<file path="config.mk">
export PLATFORM = sky130hd
export DESIGN_NAME = crpr_cordic_cell
export DESIGN_NICKNAME = d
export VERILOG_FILES = /design/src/sv/assert_macros.svh /design/src/sv/crpr_pkg.sv /design/src/sv/crpr_cordic_cell.sv
export SDC_FILE = /design/constraint.sdc
export NUM_CORES = 1
export LEC_CHECK = 0
export BUFFER_PORTS_ARGS = -buffer_cell sky130_fd_sc_hd__buf_2
export CAP_MARGIN = 20
export CORE_MARGIN = 5
export CORE_UTILIZATION = 52
export DETAILED_ROUTE_END_ITERATION = 12
export PLACE_DENSITY = 0.79
export SETUP_SLACK_MARGIN = 0.2
export SYNTH_ARGS = -nofsm -noshare
export SYNTH_HDL_FRONTEND = slang
export SYNTH_SLANG_ARGS = --single-unit
</file>
<file path="constraint.sdc">
create_clock -name clk -period 4.4 [get_ports clk]
set_input_delay 0.88 -clock clk [delete_from_list [all_inputs] [get_ports clk]]
set_output_delay 0.88 -clock clk [all_outputs]
set_load 0.01 [all_outputs]
</file>
<file path="src/sv/assert_macros.svh">
// Assertion macros used by the top RTL file of the range-rate converter.
`ifndef ASSERT_MACROS_SVH
`define ASSERT_MACROS_SVH
`ifndef SYNTHESIS
`define ASSERT_PROP(lbl, clk, rst, prop, msg) \
  lbl: assert property (@(posedge clk) disable iff (rst) prop) else $error(msg);
`define ASSERT_NEVER(lbl, clk, rst, cond, msg) \
  lbl: assert property (@(posedge clk) disable iff (rst) !(cond)) else $error(msg);
`else
`define ASSERT_PROP(lbl, clk, rst, prop, msg)
`define ASSERT_NEVER(lbl, clk, rst, cond, msg)
`endif
`endif

</file>
<file path="src/sv/crpr_pkg.sv">
// Shared constants and the arctangent table of the range-rate converter.
package crpr_pkg;

  localparam int DEF_CORDIC_STG = 20;
  localparam int SQRT_STEPS     = 32;
  localparam int DIV_STEPS      = 33;
  // start accepted -> strobe sampled
  localparam int LATENCY        = 69;

  localparam logic signed [33:0] HALF_PI_Q30 = 34'sd1686629713;
  localparam logic signed [19:0] BEARING_MAX = 20'sd205887;

  // atan(2^-i) in Q2.30, rounded to nearest
  function automatic logic signed [33:0] atan_q30(input int i);
    logic signed [33:0] v;
    case (i)
      0: v = 34'sd843314857;
      1: v = 34'sd497837829;
      2: v = 34'sd263043837;
      3: v = 34'sd133525159;
      4: v = 34'sd67021687;
      5: v = 34'sd33543516;
      6: v = 34'sd16775851;
      7: v = 34'sd8388437;
      8: v = 34'sd4194283;
      9: v = 34'sd2097149;
      default: v = (i < 31) ? (34'sd1 <<< (30 - i)) : 34'sd0;
    endcase
    return v;
  endfunction

endpackage

</file>
<file path="src/sv/crpr_cordic_cell.sv">
// One vectoring iteration of the bearing CORDIC.
module crpr_cordic_cell #(
  parameter int STAGE = 0
) (
  input  logic               clk,
  input  logic signed [63:0] x_in,
  input  logic signed [63:0] y_in,
  input  logic signed [33:0] z_in,
  output logic signed [63:0] x_out,
  output logic signed [63:0] y_out,
  output logic signed [33:0] z_out
);

  localparam logic signed [33:0] ANG = crpr_pkg::atan_q30(STAGE);

  logic signed [63:0] xs, ys;

  assign xs = x_in >>> STAGE;
  assign ys = y_in >>> STAGE;

  // rotate towards the x axis
  always_ff @(posedge clk) begin
    if (!y_in[63]) begin
      x_out <= x_in + ys;
      y_out <= y_in - xs;
      z_out <= z_in + ANG;
    end else begin
      x_out <= x_in - ys;
      y_out <= y_in + xs;
      z_out <= z_in - ANG;
    end
  end

endmodule

</file>
==> impl_metrics.env, run 1 <==
export IMPL_status="finished, final reports clean"
export IMPL_portBuffers=324
export IMPL_worstSetupEndpointType="register"
export IMPL_htreeDepth=4
export IMPL_viasPerCell=6.33
export IMPL_seq_area_frac_synth_pct=18.8
export IMPL_cts_tree="yes"
export IMPL_drc=0
export IMPL_ant_nets=0
export IMPL_grt_pass1_vias=18400
export IMPL_period_share_pct=94.1
export IMPL_crit_required_ns=4.74
export IMPL_worstSetupPathType="in2reg"
export IMPL_power_density_nw_per_um2=327
export IMPL_grtUsageTotal_pct=35.8
export IMPL_cts_setup_buffers=0
export IMPL_fin_cells=3067
export IMPL_die_h_microns=192
export IMPL_avgSynthCellArea_sq_um=7.56
export IMPL_post_dp_cell_area_sq_um=19600
export IMPL_min_path_type="in2reg"
export IMPL_fin_setup_tns_ns=0
export IMPL_antenna_found_initial=1
export IMPL_max_freq_ghz=0.241
export IMPL_gp_congestion=1.07
export IMPL_cp_max_fo=12
export IMPL_slew_limit_headroom_pct=37.3
export IMPL_ys_ff_latch=161
export IMPL_dp_cells=3034
export IMPL_cts_path_max_buffers=2
export IMPL_io_pins=325
export IMPL_synth_nets=2660
export IMPL_cts_root_buf="clkbuf_16"
export IMPL_place_hpwl_microns=56600
export IMPL_grt_pass1_wl_microns=104000
export IMPL_rows=66
export IMPL_fillerInstances=3077
export IMPL_worst_ep_arrival_time_ns=4.48
export IMPL_fp_dieW_microns=192
export IMPL_routedWlPerCell_microns=22.6
export IMPL_dieArea_sq_um=36700
export IMPL_cts_hold_buf=0
export IMPL_start_kind="input pin"
export IMPL_placeableCoreArea_sq_um=32500
export IMPL_synth_most_common_cell="a21oi_1"
export IMPL_grt_max_degree=67
export IMPL_netlist_area_sq_um=17200
export IMPL_cap_violations=0
export IMPL_peakVddDrop_mv=0.301
export IMPL_worstPathCellList="buf_2 -> inv_1 -> ha_1 -> a21oi_2 -> o21ai_0 -> a211oi_2 -> a2111oi_2 -> o31ai_2 -> o21ai_2 -> a31oi_1 -> a21o_1 -> a31oi_1 -> xor2_1"
export IMPL_fin_area_sq_um=20200
export IMPL_synth_top_area_share_pct=18.8
export IMPL_final_min_clock_period_ns=4.14
export IMPL_drt_first_iter_violations=2637
export IMPL_leakagePower_nw=9.50
export IMPL_tightest_slew_ns=0.931
export IMPL_routed_via_count=19400
export IMPL_first_pass_iters=6
export IMPL_overflow=0
export IMPL_grt_setup_unrepaired="no"
export IMPL_clock_sinks=161
export IMPL_cpPeakStageDelay_ns=0.62
export IMPL_cts_repair_resized=0
export IMPL_synthTopCellsByCount="a21oi_1 (318), ha_1 (222), inv_1 (196), dfxtp_1 (161), nor2_1 (158)"
export IMPL_wl_microns=69300
export IMPL_numCtsBuffers=17
export IMPL_crit_path_frequent_cell="a31oi_1"
export IMPL_ys_async_sr_fraction_pct=0
export IMPL_maxSlewViolCount=0
export IMPL_finalSetupViolCount=0
export IMPL_synth_area_leader_cell="dfxtp_1"
export IMPL_nets=3000
export IMPL_ys_flop_type="dfxtp_1"
export IMPL_ys_top_cells_by_area="dfxtp_1 (19%), ha_1 (16%), a21oi_1 (9.3%), xnor2_1 (7.1%), inv_1 (4.3%)"
export IMPL_dpl_worst_slack_ns=-0.0893
export IMPL_synth_cell_type_count=100
export IMPL_synthCells=2271
export IMPL_start_util_pct=52.8
export IMPL_drive_gt1_share_pct=19.6
export IMPL_finalHoldViolations=0
export IMPL_yosys_warnings=0
export IMPL_critical_path_slowest_cell="a31oi_1"
export IMPL_synth_edff_count=0
export IMPL_setup_slack_ns=0.259
export IMPL_clkSlewWorstSetupHoldPaths_ns=0.07
export IMPL_syn_to_final_growth_pct=17.5
## worst max-delay path, delay by kind of cell
family                     cells  cell delay (ns)
AOI/OAI and AO/OA              9             2.78
xor gates and xnor gates       1             0.20
adders and majority gates      1             0.46
buffers and inverters          2             0.14
## layer usage
layer  vias up  share of wire, %  GRT usage, %
li1       8795                 -             -
met1      9121                40          45.8
met2      1270                45          59.6
met3       239               9.7          5.62
met4         2               5.0          15.8
met5         -             0.010             0
## stage by stage
step / hold slack, ns / utilization [%] / total power, mW
4_1_cts: 0.635 / 62.0 / 6.53
2_1_floorplan: 0.937 / - / 3.76
6_report: 0.639 / 62.0 / 6.61
3_5_place_dp: 1.11 / 60.1 / 4.95
3_3_place_gp: 1.10 / 60.1 / 4.93
5_1_grt: 0.648 / 62.0 / 6.89
## logic make-up (layout without fill, tap and decap cells)
kind of cell               Yosys count  after routing  synth area share, %
DFF                                161            161                 18.8
AOI/OAI and AO/OA                  832            832                 30.9
muxes                               39             39                 2.29
xor gates and xnor gates           154            154                 7.86
other                                0              1                    0
adders and majority gates          226            226                 16.6
buffers and inverters              299            652                 7.11
and+or+nand+nor                    560            560                 16.4
## flip-flops by register name (all words and copies together) (netlist names)
register / count
x_out: 64
y_out: 63
z_out: 34
## worst paths after layout
path | startpoint | to | slack, ns | cells past startpoint
setup / recovery | x_in[12] | x_out[63]$_DFF_P_ | 0.26 | 13
hold / removal | x_in[63] | y_out[63]$_DFF_P_ | 0.64 | 2
## layout make-up
cell class | instances | area (sq um) | area share (%)
diodes | 1 | 2.50 | 0.0124
clock buffers | 18 | 439 | 2.18
clock inverters | 14 | 153 | 0.757
inverters | 207 | 778 | 3.86
multi-input cells | 1811 | 12700 | 63.1
flip-flops and latches | 161 | 3220 | 16.0
well taps | 442 | 553 | 2.74
repair buffers | 413 | 2290 | 11.4
## layout by cell type (no fill, tap or decap), drive strengths merged, types with 17 or more instances in the layout
cell type,netlist,routed
buf,55,413
inv,201,205
a31oi,22,22
o21ai,153,153
nand4,39,39
ha,222,222
nand3,34,34
clkbuf,37,18
o31ai,27,27
nor2,159,159
nor4,30,30
a211oi,22,22
nand2,126,126
xnor2,140,140
nor2b,26,26
and3,20,20
mux2i,37,37
dfxtp,161,161
nor3,43,43
a21o,55,55
o21bai,66,66
o21a,17,17
o211ai,28,28
nand2b,27,27
a21oi,323,323
## report_power, final
group          internal [mW]  total [mW]  switching [mW]
combinational           1.16        3.08            1.92
clock                  0.858        1.59           0.730
sequential              1.82        1.93           0.118
Power figures use the tool's default switching activity.
==> run 2: changes to the inputs <==
--- a/config.mk
+++ b/config.mk
@@ -8,9 +8,8 @@
 export BUFFER_PORTS_ARGS = -buffer_cell sky130_fd_sc_hd__buf_2
 export CAP_MARGIN = 20
 export CORE_MARGIN = 5
-export CORE_UTILIZATION = 52
+export CORE_UTILIZATION = 26
 export DETAILED_ROUTE_END_ITERATION = 12
-export PLACE_DENSITY = 0.79
 export SETUP_SLACK_MARGIN = 0.2
 export SYNTH_ARGS = -nofsm -noshare
 export SYNTH_HDL_FRONTEND = slang
==> run 2 against run 1 <==
Final area grew 3.3%; first-iteration DRC count shrank 27%; clock power barely moved; routed wire length is 7.4% higher; core utilization down 30 points; largest power group unchanged.
==> impl_metrics.env, run 2 (synthesis gave the netlist of run 1 again) <==
export IMPL_status="finished, final reports clean"
export IMPL_regMostFlops="x_out"
export IMPL_htreeDepth=4
export IMPL_critical_path_slowest_cell="ha_1"
export IMPL_clkSlewWorstSetupHoldPaths_ns=0.07
export IMPL_grt_pass1_wl_microns=110000
export IMPL_power_density_nw_per_um2=320
export IMPL_io_pins=325
export IMPL_wl_microns=74400
export IMPL_wl_met2_microns=32800
export IMPL_cts_setup_buffers=0
export IMPL_grt_pass1_vias=17800
export IMPL_cts_repair_resized=0
export IMPL_clock_power_share_pct=23.7
export IMPL_die_h_microns=267
export IMPL_wl_met1_microns=31400
export IMPL_ant_nets=0
export IMPL_peakVddDrop_mv=0.277
export IMPL_worstPathCellList="buf_2 -> inv_1 -> ha_1 -> nand4_1 -> nor4_2 -> nand3b_1 -> or2_2 -> o311ai_1 -> buf_4 -> a211o_1 -> a21boi_1 -> o21ai_0 -> buf_4 -> mux2i_1 -> and4_1"
export IMPL_leakagePower_nw=9.60
export IMPL_path_depth=15
export IMPL_switching_share_pct=42.6
export IMPL_routed_via_count=18600
export IMPL_final_common_cell="buf_2"
export IMPL_cts_path_max_buffers=2
export IMPL_worstSetupPathType="in2reg"
export IMPL_overflow=0
export IMPL_cpPeakStageDelay_ns=0.54
export IMPL_fillerInstances=7182
export IMPL_post_dp_cell_area_sq_um=20200
export IMPL_finalPower_mw=6.66
export IMPL_viasPerCell=5.29
export IMPL_cap_violations=0
export IMPL_start_util_pct=26.2
export IMPL_hp_start="z_in[0]"
export IMPL_crit_family="simple AND/OR/NAND/NOR gates"
export IMPL_placeableCoreArea_sq_um=65600
export IMPL_final_min_clock_period_ns=3.91
export IMPL_combinationalPowerShare_pct=46.8
export IMPL_cp_startpoint="x_in[25]"
export IMPL_period_share_pct=89.0
export IMPL_dieArea_sq_um=71300
export IMPL_syn_to_final_growth_pct=21.4
export IMPL_crit_required_ns=4.84
export IMPL_largest_reg_flops=64
export IMPL_cts_root_buf="clkbuf_16"
export IMPL_drive_gt1_share_pct=20.1
export IMPL_layout_common_cells="buf_2 (323), a21oi_1 (318), ha_1 (222), inv_1 (196), dfxtp_1 (161)"
export IMPL_slew_limit_headroom_pct=34.4
export IMPL_grtUsageTotal_pct=20.0
export IMPL_fin_area_sq_um=20800
export IMPL_cts_tree="yes"
export IMPL_first_pass_iters=6
export IMPL_critPathBufInv=4
export IMPL_max_freq_ghz=0.255
export IMPL_cp_max_fo=10
export IMPL_worst_ep_arrival_time_ns=4.36
export IMPL_worstSetupEndpointType="register"
export IMPL_maxSlewViolCount=0
export IMPL_p_sw_mw=2.84
export IMPL_fin_setup_tns_ns=0
export IMPL_grt_setup_unrepaired="no"
export IMPL_rows=94
export IMPL_grt_max_degree=88
export IMPL_cts_hold_buf=0
export IMPL_finalHoldViolations=0
export IMPL_antenna_found_initial=12
export IMPL_fp_dieW_microns=267
export IMPL_finalSetupViolCount=0
export IMPL_clock_sinks=161
export IMPL_min_path_type="in2reg"
export IMPL_portBuffers=324
export IMPL_worstHoldPathCells=2
export IMPL_gp_congestion=1.00
export IMPL_nets=3020
export IMPL_routedWlPerCell_microns=21.2
export IMPL_tightest_slew_ns=0.983
export IMPL_crit_path_frequent_cell="buf_4"
export IMPL_p_seq_share_pct=29.4
export IMPL_wl_met3_microns=7390
export IMPL_place_hpwl_microns=61900
export IMPL_top_regs="x_out x64, y_out x63, z_out x34"
export IMPL_numCtsBuffers=17
export IMPL_drc=0
export IMPL_drt_first_iter_violations=1938
export IMPL_maxUsedRoutingLayer="met5"
export IMPL_intPower_mw=3.82
export IMPL_start_kind="input pin"
-- run 2: worst paths after layout --
kind           endpoint  slack, ns
max   y_out[59]$_DFF_P_       0.49
min    z_out[0]$_DFF_P_       0.59
-- run 2: stage by stage --
step / cells / hold WS (ns) / util (%) / worst slack [ns]
after floorplan: 2271 / 0.937 / - / 0.498
after global placement: 3476 / 1.09 / 30.9 / 0.117
after detailed placement: 3476 / 1.09 / 30.9 / 0.0897
after CTS: 3508 / 0.545 / 31.7 / 0.621
after global routing: 3508 / 0.572 / 31.7 / 0.333
final: 3513 / 0.589 / 31.8 / 0.485
-- run 2: area by class of cell --
type | count | area, sq um | share of cell area, %
tap | 864 | 1080 | 5.19
sequential | 161 | 3220 | 15.5
antenna | 5 | 12.5 | 0.0600
multi-input combinational | 1811 | 12700 | 61.0
timing repair buffer | 433 | 2450 | 11.7
clock inverter | 13 | 124 | 0.594
clock buffer | 19 | 453 | 2.17
inverter | 207 | 778 | 3.73
-- run 2: routing by layer --
metal  GRT usage [%]  up-vias
met5               0        -
met4            7.25       18
met3            5.73      156
met2            31.8      915
met1            25.9     8613
li1                -     8873
-- run 2: power by group through the flow --
stage          combinational (mW)  clock, mW  sequential [mW]
2_1_floorplan                1.63          0             2.13
3_3_place_gp                 3.08          0             2.00
3_5_place_dp                 3.07          0             2.00
4_1_cts                      3.09       1.64             1.97
5_1_grt                      3.37       1.67             2.00
6_report                     3.12       1.58             1.96
