### config.mk
export PLATFORM = sky130hd
export DESIGN_NAME = crpr_div_cell
export DESIGN_NICKNAME = d
export VERILOG_FILES = /design/src/sv/assert_macros.svh /design/src/sv/crpr_div_cell.sv
export SDC_FILE = /design/constraint.sdc
export NUM_CORES = 1
export LEC_CHECK = 0
export ABC_AREA = 1
export BUFFER_PORTS_ARGS = -buffer_cell sky130_fd_sc_hd__buf_4
export CORE_MARGIN = 3
export CORE_UTILIZATION = 50
export DETAILED_ROUTE_END_ITERATION = 16
export PLACE_DENSITY = 0.8
export SLEW_MARGIN = 20
export SYNTH_ARGS = -nofsm -noshare
export SYNTH_HDL_FRONTEND = slang
export SYNTH_SLANG_ARGS = --single-unit
export TNS_END_PERCENT = 10
### constraint.sdc
create_clock -name clk -period 2.65 [get_ports clk]
set_input_delay 0 -clock clk [delete_from_list [all_inputs] [get_ports clk]]
set_output_delay 0 -clock clk [all_outputs]
set_load 0.02 [all_outputs]
### src/sv/assert_macros.svh
// Assertion macros used by the top RTL file of the range-rate converter.
`ifndef ASSERT_MACROS_SVH
`define ASSERT_MACROS_SVH
`ifndef SYNTHESIS
`define ASSERT_PROP(lbl, clk, rst, prop, msg) \
  lbl: assert property (@(posedge clk) disable iff (rst) prop) else $error(msg);
`define ASSERT_NEVER(lbl, clk, rst, cond, msg) \
  lbl: assert property (@(posedge clk) disable iff (rst) !(cond)) else $error(msg);
`else
`define ASSERT_PROP(lbl, clk, rst, prop, msg)
`define ASSERT_NEVER(lbl, clk, rst, cond, msg)
`endif
`endif

### src/sv/crpr_div_cell.sv
// One quotient bit of the pipelined restoring divider.
module crpr_div_cell #(
  parameter int SHIFT = 0
) (
  input  logic        clk,
  input  logic [63:0] r_in,
  input  logic [32:0] q_in,
  input  logic [31:0] d_in,
  output logic [63:0] r_out,
  output logic [32:0] q_out,
  output logic [31:0] d_out
);

  logic [64:0] dsh;

  assign dsh = 65'(d_in) << SHIFT;

  // compare and subtract the shifted divisor
  always_ff @(posedge clk) begin
    d_out <= d_in;
    if ({1'b0, r_in} >= dsh) begin
      r_out <= r_in - dsh[63:0];
      q_out <= {q_in[31:0], 1'b1};
    end else begin
      r_out <= r_in;
      q_out <= {q_in[31:0], 1'b0};
    end
  end

endmodule

==> flow_summary.toml, run 1 <==
[placed_design]
io_buffers = 257
gp_congestion = 0.969
place_area_um2 = 9600
dpl.hpwl_mm = 21.2

[die]
ioPinCount = 259
start_util_pct = 51.3
dieArea_um2 = 16500
num_rows = 44
die_x_um = 128
dieHeight_um = 128
coreArea_um2 = 14600

[power]
total_leakage_power_nw = 5.94
vdd_ir_drop_max_mv = 0.406
switching_share_pct = 32.0
p_seq_share_pct = 32.6
p_int_mw = 4.57
power.density_nw_per_um2 = 583
report.power.total_mw = 6.73
combPwrFrac_pct = 27.3
p_switching_mw = 2.15
clockPowerShare_pct = 40.1

[cts]
cts_tree = "built"
clock-sinks = 129
clkSlewWorstSetupHoldPaths_ns = 0.06
clockRootBuffer = "clkbuf_16"
cts_buffers = 17
cts_max_level = 4
cts_buffer_depth = 2

[worst_setup_path]
slowest_stage = "dlygate4sd3_1"
critPathMaxFanout = 45
required_ns = 2.95
critical_path.startpoint_type = "primary input"
cp_common_cell = "nand2_1"
arrival_ns = 2.87
path_class = "in -> reg"
cp-end-kind = "flop"
path_cells = "dlygate4sd3_1 > buf_4 > inv_1 > ha_1 > fa_2 > inv_2 > nand3_1 > nand2_2 > nand2_1 > nand2_2 > nand3_1 > nand2_1 > nand2_1 > nand3_4 > inv_8 > buf_4 > nand2_1 > nand2_1"
critical_path.max_stage_delay_ns = 0.52

[finish]
fin_area_um2 = 11500
diodes = 0
final_cell_mix = "403 x nand2_1, 261 x buf_4, 194 x inv_1"
drive_above_1_share_pct = 24.6
fillers = 962
mostFrequentLayoutCell = "nand2_1"
nNetsFinal = 1715
synthToLayoutAreaGrowth_pct = 54.2
finish.utilization_pct = 79.2

[timing]
hold_ws_ns = 0.216
maxSlewHeadroom_pct = 68.2
period_minus_slack_ns = 2.57
min_period_over_period_pct = 97.0
hold_viol_final = 0
tns_ns = 0
grt_setup_unrepaired = "no"
tightest_slew_ns = 0.471
slew_viol_final = 0
fmax_mhz = 389
setup_violations = 0

[run]
max-cap-violations = 0

[global_route]
grt_max_degree = 46
grt_pass1_vias = 9097
antenna_found_initial = 0
grt_pass1_wl_mm = 50.0
overflow = 0
grt_util_all_layers_pct = 39.2

[routing]
drc = 0
wl_per_cell_um = 18.9
viasPerCell = 5.32
finalWirelength_mm = 33.0
antenna_left = 0
vias = 9301
drtIter0Drc = 1040
first_pass_iters = 6

[yosys]
synth_edf_count = 0
yosysUniqueCellTypes = 36
async_flop_share_pct = 0
syn_inst = 1153
syn_nets = 1316
yosys-top-cells-area = "dfxtp_1 34%, nand2_1 20%, inv_1 9.8%"
seq_area_frac_synth_pct = 34.5
syn-cell-area_um2 = 7490
yosys.area.top_type = "dfxtp_1"
synth-main-ff-cell = "dfxtp_1"
syn_area_per_cell_um2 = 6.50
yosysWarnings = 0
synth_top_area_share_pct = 34.5
ys_ff_latch = 129

[min_path]
hp-class = "in -> reg"
hold-path-cell-count = 2

[run_status]
outcome = "completed"
-- metrics by stage --
stage	setup WS (ns)	instances
detailed placement	0.303	1589
CTS	0.121	1748
finish	0.0794	1748
global route	0.00339	1748
floorplan	0.750	1153
global placement	0.357	1589
-- cell type report --
cell class | count | area (um^2) | share of cell area, %
multi-input cells | 806 | 4020 | 34.8
repair buffers | 391 | 3270 | 28.3
flip-flops and latches | 129 | 2580 | 22.4
inverters | 207 | 785 | 6.79
clock buffers | 17 | 425 | 3.68
clock inverters | 14 | 233 | 2.02
well taps | 184 | 230 | 1.99
-- cells by family (layout without fill, tap and decap cells) --
logic type | after synthesis | in the layout | share of synthesized area, %
buffers and inverters | 218 | 629 | 11.9
XOR/XNOR | 21 | 21 | 2.46
adder cells (fa/ha/maj) | 33 | 33 | 5.61
AND/OR/NAND/NOR | 658 | 658 | 37.0
flip-flops | 129 | 129 | 34.5
AO/OA/AOI/OAI | 94 | 94 | 8.60
-- cells in the mapped netlist, types with 2 or more instances --
cell and n:
nor3b_1 3, nor2_4 2, ha_1 32, nor3_1 20
nand3b_1 4, or2_2 3, xnor2_1 18, nor2_2 4
xor2_1 3, o21ai_2 20, o21ai_1 2, o21ai_0 16
inv_1 195, dfxtp_1 129, buf_8 2, nand3_1 66
inv_2 11, nand4_1 17, a21oi_1 28, a21oi_2 23
buf_2 5, nand2_1 403, o21bai_1 3, buf_6 3
nand2_2 23, nor2_1 108
-- flip-flops by register name, indices dropped and copies added, names as in the netlist --
| register | count |
|---|---|
| r_out | 64 |
| d_out | 32 |
| q_out | 33 |
-- worst paths after layout --
check | start | end | slack (ns)
max | r_in[0] | r_out[24] | 0.08
min | q_in[3] | q_out[4] | 0.22
-- critical path: cells and delay by family --
kind          cells  cell delay (ns)
fa+ha+maj         2             0.65
buf+inv           6             1.14
simple gates     10             1.04
-- power by group through the flow --
stage / clock network (mW) / registers, mW / logic, mW
after floorplan: 0 / 2.46 / 0.634
final: 2.70 / 2.19 / 1.84
after CTS: 2.65 / 2.18 / 1.73
after global routing: 2.77 / 2.21 / 1.94
after global placement: 0 / 2.22 / 1.55
after detailed placement: 0 / 2.22 / 1.56
-- what timing repair did --
action / CTS / global route
gates resized for setup: 0 / 5
endpoints found under the setup margin: 0 / 44
endpoints found under the hold margin: 128 / 0
setup buffers: 0 / 0
hold buffers: 128 / 0
-- routing by layer --
layer  routed length (um)  vias to the layer above  track usage [%]
met5                    0                        -                0
met4                 1550                        0             15.9
met3                 3410                      147             9.76
met2                15700                      653             68.4
met1                12300                     4168             46.0
li1                     -                     4333                -
Power figures use the tool's default switching activity.
==> inputs of run 2 (changes only) <==
--- a/config.mk
+++ b/config.mk
@@ -6,11 +6,11 @@
 export NUM_CORES = 1
 export LEC_CHECK = 0
 export ABC_AREA = 1
-export BUFFER_PORTS_ARGS = -buffer_cell sky130_fd_sc_hd__buf_4
+export BUFFER_PORTS_ARGS = -buffer_cell sky130_fd_sc_hd__buf_2
 export CORE_MARGIN = 3
-export CORE_UTILIZATION = 50
+export CORE_UTILIZATION = 46
 export DETAILED_ROUTE_END_ITERATION = 16
-export PLACE_DENSITY = 0.8
+export PLACE_DENSITY = 0.77
 export SLEW_MARGIN = 20
 export SYNTH_ARGS = -nofsm -noshare
 export SYNTH_HDL_FRONTEND = slang
==> constraint.sdc (replaced) <==
create_clock -name clk -period 2.3 [get_ports clk]
set_input_delay 0 -clock clk [delete_from_list [all_inputs] [get_ports clk]]
set_output_delay 0 -clock clk [all_outputs]
set_load 0.02 [all_outputs]
==> flow_summary.toml, run 2 (synthesized netlist as in run 1, its figures left out) <==
[global_route]
met2_usage_pct = 53.8
grt_pass1_wl_mm = 43.8
use_met3_pct = 7.97
use_met1_pct = 38.4
grt_util_all_layers_pct = 31.4
antenna_found_initial = 0
grt_pass1_vias = 8475
grt_max_degree = 51
grt_busiest_layer = "met2"
overflow = 0

[timing]
hold_ws_ns = 0.197
slew_viol_final = 0
setup_violations = 0
min_period_over_period_pct = 95.4
fmax_mhz = 456
tightest_slew_ns = 0.542
tns_ns = 0
grt_setup_unrepaired = "yes"
hold_viol_final = 0
maxSlewHeadroom_pct = 63.5
setup_ws_ns = 0.107
period_minus_slack_ns = 2.19

[cts]
cts_max_level = 4
cts_buffer_depth = 2
cts_buffers = 17
clock-sinks = 129
cts_tree = "built"
clockRootBuffer = "clkbuf_16"
clkSlewWorstSetupHoldPaths_ns = 0.06

[worst_setup_path]
cp-end-kind = "flop"
crit_path_start = "r_in[29]"
required_ns = 2.60
critical_path.startpoint_type = "primary input"
critPathMaxFanout = 25
path_class = "in -> reg"
arrival_ns = 2.50

[finish]
diodes = 0
nNetsFinal = 1721
finalNonFillerCells = 1787
fin_area_um2 = 11000
top_regs = "r_out x64, q_out x33, d_out x32"
largest_reg_flops = 64
largest_register = "r_out"
finish.utilization_pct = 69.3
mostFrequentLayoutCell = "nand2_1"
drive_above_1_share_pct = 25.7
synthToLayoutAreaGrowth_pct = 47.0
final_cell_mix = "400 x nand2_1, 257 x buf_2, 194 x inv_1"

[die]
dieHeight_um = 134
start_util_pct = 47.1
ioPinCount = 259
coreArea_um2 = 15900
num_rows = 46
die_x_um = 134
dieArea_um2 = 17800

[placed_design]
gp_congestion = 0.932
placed_cells = 1625
place_area_um2 = 9050
io_buffers = 257
dpl.hpwl_mm = 21.2
pre_cts_ws_ns = 0.0490

[power]
vdd_ir_drop_max_mv = 0.505
total_leakage_power_nw = 5.73
power.density_nw_per_um2 = 645
report.power.total_mw = 7.09

[min_path]
hp-class = "in -> reg"
min-delay-start = "d_in[0]"
hold-path-cell-count = 4
min_delay_worst_endpoint = "r_out[1]"

[routing]
drc = 0
finalWirelength_mm = 28.7
first_pass_iters = 7
viasPerCell = 4.88
wl_per_cell_um = 16.1
antenna_left = 0
vias = 8715
drtIter0Drc = 524

[run]
max-cap-violations = 0

[run_status]
outcome = "completed"
[run 2: repair_timing]
item | in CTS | in global routing
endpoints found under the hold margin | 128 | 0
setup endpoints to repair | 0 | 63
resized for setup | 0 | 17
buffers inserted | 0 | 0
hold buffers | 129 | 0
[run 2: worst max path at each step]
| stage | endpoint | slack [ns] | cells after the start |
|---|---|---|---|
| CTS | r_out[6] | 0.04 | 11 |
| global route | r_out[49] | -0.04 | 16 |
| global placement | r_out[8] | 0.20 | 17 |
| finish | r_out[8] | 0.11 | 11 |
| floorplan | r_out[16] | 0.40 | 17 |
| detailed placement | r_out[6] | 0.05 | 16 |
[run 2: final cells by class]
| class | count | area [um^2] |
|---|---|---|
| Clock inverter | 15 | 164 |
| Tap cell | 216 | 270 |
| Sequential cell | 129 | 2580 |
| Timing Repair Buffer | 397 | 2720 |
| Clock buffer | 17 | 425 |
| Multi-Input combinational cell | 806 | 4060 |
| Inverter | 207 | 779 |
| Fill cell | 1324 | 4880 |
[run 2: report_power, final]
part / internal [mW] / total [mW] / leakage (nW) / switching (mW)
registers: 2.45 / 2.51 / 1.09 / 0.0572
clock network: 1.54 / 2.72 / 0.287 / 1.18
logic: 0.719 / 1.87 / 4.35 / 1.15
total: 4.71 / 7.09 / 5.73 / 2.39
[run 2: routing by layer]
metal  vias up  share of wire, %
li1       4360                 -
met1      3884                41
met2       404                47
met3        67               8.5
met4         0               3.4
met5         -                 0
[run 2: worst max-delay path, cell delays in order]
cell	delay (ns)
dlygate4sd3_1	0.54
buf_2	0.14
ha_1	0.36
a21oi_1	0.34
o21a_1	0.20
o21ai_1	0.12
a21oi_2	0.20
nand3_4	0.12
inv_4	0.12
clkbuf_16	0.24
o21ai_0	0.10
==> inputs of run 3 (changes only) <==
--- a/config.mk
+++ b/config.mk
@@ -7,6 +7,7 @@
 export LEC_CHECK = 0
 export ABC_AREA = 1
 export BUFFER_PORTS_ARGS = -buffer_cell sky130_fd_sc_hd__buf_2
+export CORE_ASPECT_RATIO = 1.75
 export CORE_MARGIN = 3
 export CORE_UTILIZATION = 46
 export DETAILED_ROUTE_END_ITERATION = 16
==> flow_summary.toml, run 3 (synthesized netlist as in run 1, its figures left out) <==
[worst_setup_path]
required_ns = 2.61
cp-end-kind = "flop"
arrival_ns = 2.56
path_class = "in -> reg"
critical_path.startpoint_type = "primary input"
critPathMaxFanout = 8

[die]
dieHeight_um = 175
ioPinCount = 259
start_util_pct = 47.0
die_x_um = 102
coreArea_um2 = 16000
num_rows = 61
dieArea_um2 = 17900

[finish]
synthToLayoutAreaGrowth_pct = 47.1
drive_above_1_share_pct = 26.1
regArea_um2 = 2580
final_cell_mix = "395 x nand2_1, 257 x buf_2, 194 x inv_1"
largest_reg_flops = 64
multi_input_area_um2 = 4080
nNetsFinal = 1722
mostFrequentLayoutCell = "nand2_1"
finish.utilization_pct = 69.1
top_regs = "r_out x64, q_out x33, d_out x32"
fillers = 1306
diodes = 0
largest_register = "r_out"

[power]
total_leakage_power_nw = 5.73
report.power.total_mw = 7.18
power.density_nw_per_um2 = 652
p_seq_share_pct = 35.0
vdd_ir_drop_max_mv = 0.584
combPwrFrac_pct = 26.4
clockPowerShare_pct = 38.6
p_switching_mw = 2.56
p_int_mw = 4.62
switching_share_pct = 35.6

[cts]
cts_tree = "built"
cts_max_level = 4
clockRootBuffer = "clkbuf_16"
clkSlewWorstSetupHoldPaths_ns = 0.08
cts_buffers = 17
clock-sinks = 129
cts_buffer_depth = 2

[global_route]
grt_max_degree = 29
overflow = 0
grt_pass1_vias = 8874
grt_pass1_wl_mm = 45.4
antenna_found_initial = 0
grt_util_all_layers_pct = 33.7

[placed_design]
dpl.hpwl_mm = 23.0
gp_congestion = 0.957
io_buffers = 257
pre_cts_ws_ns = 0.161

[routing]
finalWirelength_mm = 31.0
antenna_left = 0
drtIter0Drc = 440
drc = 0
first_pass_iters = 7
viasPerCell = 5.03
vias = 8857
wl_per_cell_um = 17.6

[run_status]
outcome = "completed"

[timing]
maxSlewHeadroom_pct = 65.8
grt_setup_unrepaired = "yes"
hold_viol_final = 0
setup_ws_ns = 0.0564
fmax_mhz = 446
setup_violations = 0
min_period_over_period_pct = 97.5
slew_viol_final = 0
tightest_slew_ns = 0.507
period_minus_slack_ns = 2.24

[min_path]
hp-class = "in -> reg"
hold-path-cell-count = 2

[run]
max-cap-violations = 0
run 3: layer usage:
metal	track usage, %	part of all wire [%]	wire length (um)
met1	30.8	33	10100
met2	64.2	54	16800
met3	4.67	5.2	1600
met4	24.2	8.1	2510
met5	0	0	0
run 3: power groups by stage:
stage | Clock (mW) | Sequential [mW] | Combinational, mW
6_report | 2.77 | 2.51 | 1.90
5_1_grt | 2.88 | 2.53 | 2.04
4_1_cts | 2.77 | 2.50 | 1.83
3_5_place_dp | 0 | 2.55 | 1.66
3_3_place_gp | 0 | 2.55 | 1.64
2_1_floorplan | 0 | 2.83 | 0.731
run 3: per-stage QoR:
stage / setup TNS (ns) / hold slack (ns) / cells / instance area [um^2]
6_report: 0 / 0.202 / 1761 / 11000
5_1_grt: -0.230 / 0.199 / 1761 / 11000
4_1_cts: 0 / 0.197 / 1758 / 10900
3_5_place_dp: 0 / 0.104 / 1598 / 9030
3_3_place_gp: 0 / 0.102 / 1598 / 9030
2_1_floorplan: 0 / 0.0277 / 1153 / 7490
run 3: final cells by class:
| type | count | share of cell area, % |
|---|---|---|
| repair buffers | 398 | 24.9 |
| clock buffers | 17 | 3.86 |
| flip-flops and latches | 129 | 23.4 |
| clock inverters | 15 | 1.52 |
| inverters | 207 | 7.08 |
| multi-input cells | 806 | 37.0 |
| well taps | 189 | 2.15 |
run 3: path summary, 6_finish.rpt:
kind | end | startpoint | slack, ns
worst min-delay path | q_out[31] | q_in[30] | 0.20
worst max-delay path | r_out[19] | d_in[2] | 0.06
run 3: critical path, stage by stage:
cell,delay [ns]
dlygate4sd3_1,0.53
buf_2,0.13
inv_1,0.04
ha_1,0.39
a21oi_1,0.22
nand2_1,0.17
nand3_1,0.11
nand3b_1,0.27
nand2_1,0.16
nand2_2,0.10
or2_2,0.29
nand3_1,0.09
nand2_1,0.06
run 3: what timing repair did:
action | in CTS | in global routing
gates resized for setup | 0 | 23
hold buffers | 128 | 0
endpoints found under the hold margin | 128 | 0
setup buffers | 0 | 2
endpoints found under the setup margin | 0 | 64
