===== config.mk =====
export PLATFORM = sky130hd
export DESIGN_NAME = crpr_sqrt_cell
export DESIGN_NICKNAME = d
export VERILOG_FILES = /design/src/sv/assert_macros.svh /design/src/sv/crpr_sqrt_cell.sv
export SDC_FILE = /design/constraint.sdc
export NUM_CORES = 1
export LEC_CHECK = 0
export ABC_AREA = 1
export BUFFER_PORTS_ARGS = -buffer_cell sky130_fd_sc_hd__buf_2
export CAP_MARGIN = 40
export CORE_MARGIN = 5
export CORE_UTILIZATION = 40
export CTS_CLUSTER_DIAMETER = 80
export DETAILED_ROUTE_END_ITERATION = 12
export GPL_ROUTABILITY_DRIVEN = 1
export HOLD_SLACK_MARGIN = 0.1
export PLACE_DENSITY_LB_ADDON = 0.25
export SYNTH_ARGS = -nofsm -noshare
export SYNTH_HDL_FRONTEND = slang
export SYNTH_SLANG_ARGS = --single-unit

===== constraint.sdc =====
create_clock -name clk -period 2.3 [get_ports clk]
set_input_delay 0.115 -clock clk [delete_from_list [all_inputs] [get_ports clk]]
set_output_delay 0.115 -clock clk [all_outputs]
set_load 0.02 [all_outputs]

===== src/sv/assert_macros.svh =====
// Assertion macros used by the top RTL file of the range-rate converter.
`ifndef ASSERT_MACROS_SVH
`define ASSERT_MACROS_SVH
`ifndef SYNTHESIS
`define ASSERT_PROP(lbl, clk, rst, prop, msg) \
  lbl: assert property (@(posedge clk) disable iff (rst) prop) else $error(msg);
`define ASSERT_NEVER(lbl, clk, rst, cond, msg) \
  lbl: assert property (@(posedge clk) disable iff (rst) !(cond)) else $error(msg);
`else
`define ASSERT_PROP(lbl, clk, rst, prop, msg)
`define ASSERT_NEVER(lbl, clk, rst, cond, msg)
`endif
`endif


===== src/sv/crpr_sqrt_cell.sv =====
// One digit step of the pipelined integer square root.
module crpr_sqrt_cell #(
  parameter int STEP = 0
) (
  input  logic        clk,
  input  logic [63:0] n_in,
  input  logic [63:0] res_in,
  output logic [63:0] n_out,
  output logic [63:0] res_out
);

  localparam logic [63:0] BIT = 64'd1 << (62 - 2 * STEP);

  logic [63:0] trial;

  assign trial = res_in + BIT;

  // restoring step: keep the bit if the remainder allows it
  always_ff @(posedge clk) begin
    if (n_in >= trial) begin
      n_out   <= n_in - trial;
      res_out <= (res_in >> 1) + BIT;
    end else begin
      n_out   <= n_in;
      res_out <= res_in >> 1;
    end
  end

endmodule


==> results of run 1 <==
[cell usage in the layout, fill, tap and decap left out, types with 3 or more instances in the layout]
cell type / instances
o21ai_1: 3
ha_4: 24
nand3_1: 71
inv_2: 8
ha_1: 39
nor3_1: 7
nand2_2: 32
nor2_1: 92
buf_2: 251
dfxtp_1: 128
inv_1: 398
buf_6: 4
nor2_4: 8
xor2_1: 30
clkbuf_16: 23
dlygate4sd3_1: 127
nand2_1: 729
nor2_2: 19
buf_4: 77
o21ai_0: 5
nand3_2: 19
nand4_1: 20
buf_12: 3
nand2_4: 8
a21oi_1: 35
a21oi_2: 8
clkinv_2: 6
[worst min path at each step]
stage                     startpoint                   to  slack (ns)
after floorplan            res_in[1]   res_out[0]$_DFF_P_        0.14
after global placement    res_in[31]  res_out[30]$_DFF_P_        0.23
after detailed placement  res_in[31]  res_out[30]$_DFF_P_        0.23
after CTS                  res_in[0]     n_out[0]$_DFF_P_        0.14
after global routing       res_in[0]     n_out[0]$_DFF_P_        0.19
final                      res_in[0]     n_out[0]$_DFF_P_        0.15
[final cells by class]
| type | count | area, sq um |
|---|---|---|
| repair buffers | 473 | 3460 |
| multi-input cells | 1164 | 6120 |
| flip-flops and latches | 128 | 2560 |
| fillers | 2344 | 9400 |
| clock buffers | 19 | 453 |
| clock inverters | 11 | 92.6 |
| well taps | 324 | 405 |
| inverters | 407 | 1550 |
[metal layers]
layer / wire (um) / vias up / share of wire [%] / GRT usage (%)
li1: - / 6004 / - / -
met1: 17400 / 5256 / 41 / 34.2
met2: 21200 / 403 / 50 / 52.5
met3: 2300 / 83 / 5.4 / 3.90
met4: 1550 / 0 / 3.7 / 8.17
met5: 0 / - / 0 / 0
[sequential cells by signal (all words and copies together), names as in the netlist]
register  cells
n_out        64
res_out      64
[metrics by stage]
step,hold WS (ns),cell area [sq um],total power (uW)
floorplan,0.143,9680,4510
global placement,0.231,11900,5640
detailed placement,0.232,11900,5670
CTS,0.139,13700,8480
global route,0.194,14600,9330
finish,0.148,14600,8870
[power groups by stage]
stage / Sequential, uW / Clock, uW / Combinational [uW]
2_1_floorplan: 3040 / 0 / 1470
4_1_cts: 2600 / 2680 / 3190
5_1_grt: 2630 / 2760 / 3930
3_5_place_dp: 2650 / 0 / 3020
6_report: 2610 / 2650 / 3610
3_3_place_gp: 2650 / 0 / 3000
[cells by family (layout without fill, tap and decap cells)]
| group | Yosys count | after routing | share of synthesized area [%] |
|---|---|---|---|
| AND/OR/NAND/NOR | 1015 | 1015 | 42.6 |
| buffers and inverters | 420 | 910 | 16.9 |
| flip-flops | 128 | 128 | 26.5 |
| adder cells (fa/ha/maj) | 65 | 65 | 8.48 |
| AO/OA/AOI/OAI | 52 | 52 | 2.73 |
| XOR/XNOR | 32 | 32 | 2.90 |
[what timing repair did]
item / CTS / global route
setup buffers: 0 / 6
endpoints found under the hold margin: 128 / 2
endpoints found under the setup margin: 0 / 66
resized for setup: 0 / 139
hold buffers: 127 / 2
[worst max-delay path: cells and delay by family]
| family | cells | cell delay (ns) |
|---|---|---|
| adders and majority gates | 1 | 0.30 |
| and+or+nand+nor | 7 | 0.62 |
| AOI/OAI and AO/OA | 2 | 0.35 |
| buffers and inverters | 6 | 1.14 |
==> flow_summary.toml, run 1 <==
[status]
status = "finished, final reports clean"

[power_and_ir_drop]
pwr-share-clk_pct = 29.9
leakage_uw = 0.00878
p_sw_share_pct = 38.7
p_int_uw = 5430
ir_drop_v = 0.000404
pwr-share-comb_pct = 40.7
power_switching_uw = 3430
power_density_mw_per_mm2 = 606
pwr-share-seq_pct = 29.4

[setup_path]
path_class = "in2reg"
startpoint_type = "input port"
slowest_stage = "dlygate4sd3_1"
cp-endpoint = "n_out[13]$_DFF_P_"
path_common_cell = "nand2_1"
worstPathRequired_ns = 2.63
cp.arrival_ns = 2.55
crit_start = "res_in[50]"
path_cells = "dlygate4sd3_1, buf_2, inv_1, ha_2, nand2_4, inv_1, a21oi_1, o21ai_1, nand2_1, nand2_1, nor2_1, buf_4, nand2_8, clkbuf_16, nand2_1, nand2_1"
crit_fanout = 13
slowest_delay_ns = 0.53
end_kind = "register"

[synthesis]
yosys-top-cells-area = "nand2_1 30%, dfxtp_1 26%, inv_1 16%, ha_1 8.3%, nor2_1 4.3%"
synth_ff_type = "dfxtp_1"
yosys.area.top_type_share_pct = 29.6
syn_nets = 1906
ys_ff_latch = 128
synthTopCellsByCount = "762 x nand2_1, 401 x inv_1, 128 x dfxtp_1, 112 x nor2_1, 79 x nand3_1"
synth_edf_count = 0
synth_top_area_cell = "nand2_1"
synth_cells = 1712
postSynthAreaPerCell_sq_um = 5.65
async_flop_share_pct = 0
ys_warn_count = 0
synth_cell_type_count = 29
seq_area_frac_synth_pct = 26.5
synth.most_common_cell = "nand2_1"
synth_area_sq_mm = 0.00968

[timing]
fin_crit_ns = 2.22
drv_slew = 0
hold_viol = 0
max_freq_mhz = 450
layout_setup_ws_ns = 0.0771
max-slew-margin-rel_pct = 75.5
setup_tns_ns = 0
setup_viol = 0
max_slew.worst_pin.slew_ns = 0.365
rsz0062_at_grt = "yes"
post-route-period-util_pct = 96.6

[global_route]
grt_pass1_vias = 11300
grt.overflow.total = 0
grt_max_degree = 52
antenna_found_initial = 0
grt_use_total_pct = 28.4
grt_pass1_wl_um = 59400

[layout]
antenna_cells = 0
area_delta_synth_final_pct = 51.3
post-route-util_pct = 60.9
nets = 2385
layout-drive-gt1-share_pct = 23.2
final_cells = 2526

[floorplanning]
start_util_pct = 40.3
fp.coreArea_sq_mm = 0.0240
ios = 257
dieArea_sq_mm = 0.0274
die_width_um = 166
rows = 57
dieHeight_um = 166

[clocking]
htreeDepth = 4
cts_sinks = 128
cts_tree = "built"
clock_path_buffers = 2
cts_buffers = 17
path_clk_slew_ns = 0.06
cts_root_buf = "clkbuf_16"

[placed_design]
portBuffers = 256
gp_congestion = 0.955
placed_cells_incl_taps = 2357
dp_hpwl_um = 32400
pre_cts_ws_ns = -0.0394

[routing]
drt-wirelength-per-cell_um = 16.8
drc = 0
ant_nets = 0
vias = 11700
viasPerCell = 4.65
totalWireLength_um = 42500
drt_iter0_drc = 717
dr.pass1.iters = 7

[min_path]
min_path_cells = 5
hp-class = "in2reg"

[flow_run]
cap_violations = 0
(Power assumes the default switching activity.)
==> run 2, diff against run 1 <==
RECOVER_POWER = 25   (was default)
==> run 2 against run 1 <==
Non-clock buffer count unchanged. Final cell count unchanged. Sequential power about the same. Critical endpoint is now n_out[57]$_DFF_P_. Via count down 0.24%. Hold slack better by 0.012 ns. Total power about the same. Die area unchanged. Utilization down 0.13 points. Clock-buffer cell count unchanged. Critical path depth down 1. Design area down 0.21%.
==> flow_summary.toml, run 2 (synthesis results as in run 1) <==
[global_route]
grt_pass1_wl_um = 59400
grt_use_total_pct = 28.4
grt_pass1_vias = 11300
grt_max_degree = 52
antenna_found_initial = 0
grt.overflow.total = 0

[clocking]
clock_path_buffers = 2
cts_tree = "built"
cts_root_buf = "clkbuf_16"
cts_buffers = 17
cts_sinks = 128
path_clk_slew_ns = 0.06
htreeDepth = 4

[floorplanning]
dieArea_sq_mm = 0.0274
start_util_pct = 40.3
fp.coreArea_sq_mm = 0.0240
ios = 257
dieHeight_um = 166
die_width_um = 166
rows = 57

[timing]
max-slew-margin-rel_pct = 75.3
setup_tns_ns = 0
fin_crit_ns = 2.22
drv_slew = 0
max_slew.worst_pin.slew_ns = 0.367
max_freq_mhz = 450
layout_setup_ws_ns = 0.0779
rsz0062_at_grt = "yes"
post-route-period-util_pct = 96.6
setup_viol = 0
hold_viol = 0

[layout]
top_regs = "n_out: 64 flops, res_out: 64 flops"
layout_common_cells = "729 x nand2_1, 398 x inv_1, 226 x buf_2, 128 x dfxtp_1, 127 x dlygate4sd3_1"
area_delta_synth_final_pct = 51.0
post-route-util_pct = 60.8
final_common_cell = "nand2_1"
antenna_cells = 0
layout-drive-gt1-share_pct = 22.0
fillers = 2365
multiInputGateArea_sq_mm = 0.00612
regArea_sq_mm = 0.00256
nets = 2385

[min_path]
hp-class = "in2reg"
hold_path.startpoint = "res_in[0]"
min_to = "n_out[0]$_DFF_P_"
min_path_cells = 5

[power_and_ir_drop]
ir_drop_v = 0.000400
power_density_mw_per_mm2 = 607
leakage_uw = 0.00872

[status]
status = "finished, final reports clean"

[routing]
viasPerCell = 4.64
drt_iter0_drc = 750
dr.pass1.iters = 5
ant_nets = 0
totalWireLength_um = 42500
drc = 0
drt-wirelength-per-cell_um = 16.8
vias = 11700

[placed_design]
pre_cts_ws_ns = -0.0394
gp_congestion = 0.955
portBuffers = 256
dp_hpwl_um = 32400

[setup_path]
worstPathRequired_ns = 2.63
cp.arrival_ns = 2.55
end_kind = "register"
path_class = "in2reg"
startpoint_type = "input port"
crit_fanout = 10

[flow_run]
cap_violations = 0
run 2: through the flow:
step	hold WS [ns]	instances	cell area [sq um]	power, uW
detailed placement	0.232	2357	11900	5670
global placement	0.231	2357	11900	5640
global route	0.194	2526	14600	9320
finish	0.160	2526	14600	8860
CTS	0.139	2514	13700	8480
floorplan	0.143	1712	9680	4510
run 2: worst max-delay path by stage:
stage               start                end  slack (ns)  cells past startpoint
2_1_floorplan     n_in[0]  n_out[44]$_DFF_P_        0.34                     18
3_3_place_gp     n_in[43]  n_out[57]$_DFF_P_       -0.08                     11
3_5_place_dp      n_in[0]  n_out[53]$_DFF_P_       -0.04                     18
4_1_cts          n_in[18]  n_out[55]$_DFF_P_       0.004                     14
5_1_grt        res_in[49]  n_out[18]$_DFF_P_       -0.06                     15
6_report       res_in[49]  n_out[57]$_DFF_P_        0.08                     15
run 2: layout make-up:
type	instances	area share, %
multi-input cells	1164	41.9
repair buffers	473	23.4
flip-flops and latches	128	17.5
inverters	407	10.6
clock buffers	19	3.10
well taps	324	2.78
clock inverters	11	0.634
run 2: metal layers:
layer | part of all wire (%) | global-route usage, % | up-vias
li1 | - | - | 6007
met1 | 41 | 34.2 | 5268
met2 | 50 | 52.5 | 368
met3 | 5.1 | 3.90 | 75
met4 | 3.6 | 8.17 | 0
met5 | 0 | 0 | -
run 2: critical path, stage by stage:
cell	delay, ns
dlygate4sd3_1	0.53
clkbuf_1	0.12
inv_1	0.08
ha_4	0.31
nand2_2	0.11
nor3_4	0.22
nand2_2	0.09
buf_6	0.13
nor3_4	0.14
nand2_4	0.09
nand2_8	0.16
clkinv_16	0.12
clkbuf_16	0.19
nand2_1	0.07
nand2_1	0.05
run 2: what timing repair did:
action / CTS / global route
hold endpoints to repair: 128 / 2
buffers inserted: 0 / 6
setup endpoints to repair: 0 / 66
hold buffers: 127 / 2
gates resized for setup: 0 / 139
run 2: power by group:
group	internal, uW	switching, uW
sequential	2520	83.7
combinational	1380	2220
clock	1520	1130
total	5430	3430
==> run 3, diff against run 2 <==
CORE_MARGIN = default   (was 5)
SETUP_SLACK_MARGIN = 0.3   (was default)
==> run 3 against run 2 <==
Largest cell class unchanged. Utilization fell by 2.6 points. Design area decreased by 5.9%. Die area is 9.4% lower.
==> flow_summary.toml, run 3 (synthesis results as in run 1) <==
[clocking]
path_clk_slew_ns = 0.06
cts_root_buf = "clkbuf_16"
clock_path_buffers = 2
htreeDepth = 4
cts_buffers = 17
cts_tree = "built"
cts_sinks = 128

[timing]
max_slew.worst_pin.slew_ns = 0.394
setup_viol = 0
post-route-period-util_pct = 80.7
max_freq_mhz = 539
setup_tns_ns = 0
max-slew-margin-rel_pct = 73.7
drv_slew = 0
fin_crit_ns = 1.86
rsz0062_at_grt = "yes"
hold_viol = 0

[routing]
vias = 11500
viasPerCell = 4.57
dr.pass1.iters = 6
drt-wirelength-per-cell_um = 15.5
drc = 0
ant_nets = 0
drt_iter0_drc = 649
totalWireLength_um = 38800

[placed_design]
gp_congestion = 0.917
dp_hpwl_um = 31900
portBuffers = 256

[layout]
layout-drive-gt1-share_pct = 17.4
area_delta_synth_final_pct = 42.0
final_common_cell = "nand2_1"
fillers = 2438
top_regs = "n_out: 64 flops, res_out: 64 flops"
antenna_cells = 0
nets = 2374
layout_common_cells = "761 x nand2_1, 401 x inv_1, 231 x buf_2, 128 x dfxtp_1, 127 x dlygate4sd3_1"

[floorplanning]
fp.coreArea_sq_mm = 0.0236
dieHeight_um = 158
rows = 56
start_util_pct = 41.0
ios = 257
dieArea_sq_mm = 0.0248
die_width_um = 158

[setup_path]
end_kind = "register"
cp-endpoint = "n_out[55]$_DFF_P_"
crit_start = "res_in[36]"
crit_fanout = 21
path_class = "in2reg"
startpoint_type = "input port"
cp.arrival_ns = 2.22
worstPathRequired_ns = 2.67

[power_and_ir_drop]
power_uw = 8550
leakage_uw = 0.00844
power_density_mw_per_mm2 = 622
ir_drop_v = 0.000412

[global_route]
grt_max_degree = 34
grt_pass1_vias = 11200
grt.overflow.total = 0
antenna_found_initial = 0
grt_use_total_pct = 31.7
grt_pass1_wl_um = 58700

[min_path]
min_path_cells = 5
hp-class = "in2reg"
hold_path.startpoint = "res_in[0]"

[flow_run]
cap_violations = 0

[status]
status = "finished, final reports clean"
[run 3: stage by stage]
stage | cell area (sq um) | utilization, % | cells | hold WS (ns) | worst slack [ns]
after floorplan | 9680 | - | 1712 | 0.143 | 0.338
after global placement | 11900 | 50.4 | 2353 | 0.231 | 0.0133
after detailed placement | 11900 | 50.4 | 2353 | 0.232 | 0.00740
after CTS | 13700 | 58.2 | 2512 | 0.140 | 0.440
after global routing | 13700 | 58.2 | 2512 | 0.203 | 0.225
final | 13700 | 58.2 | 2512 | 0.164 | 0.444
[run 3: worst min path at each step]
stage / end
after floorplan: res_out[0]$_DFF_P_
after global placement: res_out[56]$_DFF_P_
after detailed placement: res_out[46]$_DFF_P_
after CTS: n_out[0]$_DFF_P_
after global routing: n_out[0]$_DFF_P_
final: n_out[0]$_DFF_P_
[run 3: where the power goes]
group | switching, uW | internal [uW] | leakage (uW)
combinational | 2030 | 1190 | 0.00709
sequential | 84.7 | 2520 | 0.00108
clock | 1100 | 1620 | 0.000274
total | 3210 | 5340 | 0.00844
[run 3: final cells by class]
type | instances | area (sq um) | share of cell area (%)
well taps | 319 | 399 | 2.90
flip-flops and latches | 128 | 2560 | 18.6
repair buffers | 462 | 3180 | 23.1
clock inverters | 10 | 113 | 0.820
clock buffers | 22 | 454 | 3.31
inverters | 407 | 1530 | 11.1
multi-input cells | 1164 | 5510 | 40.1
[run 3: timing repair]
action,in CTS,in global routing
setup buffers,0,0
endpoints found under the hold margin,128,0
hold buffers,127,0
endpoints found under the setup margin,0,23
resized for setup,0,8
[run 3: per-layer routing]
layer,track usage (%),routed length (um),up-vias,part of all wire (%)
met5,0,0,-,0
met4,12.1,1250,0,3.2
met3,4.76,1860,57,4.8
met2,56.8,18700,318,48
met1,37.9,17000,5136,44
li1,-,-,5980,-
[run 3: worst max-delay path: stages]
cell,delay (ns)
clkbuf_1,0.11
inv_1,0.05
ha_1,0.40
nand2_1,0.21
nor2_1,0.21
nand2_1,0.09
nand2_1,0.11
a21oi_2,0.07
nor2_1,0.08
nor2_1,0.05
buf_4,0.14
nand2_4,0.12
buf_12,0.20
nand3_1,0.15
nand2_1,0.09
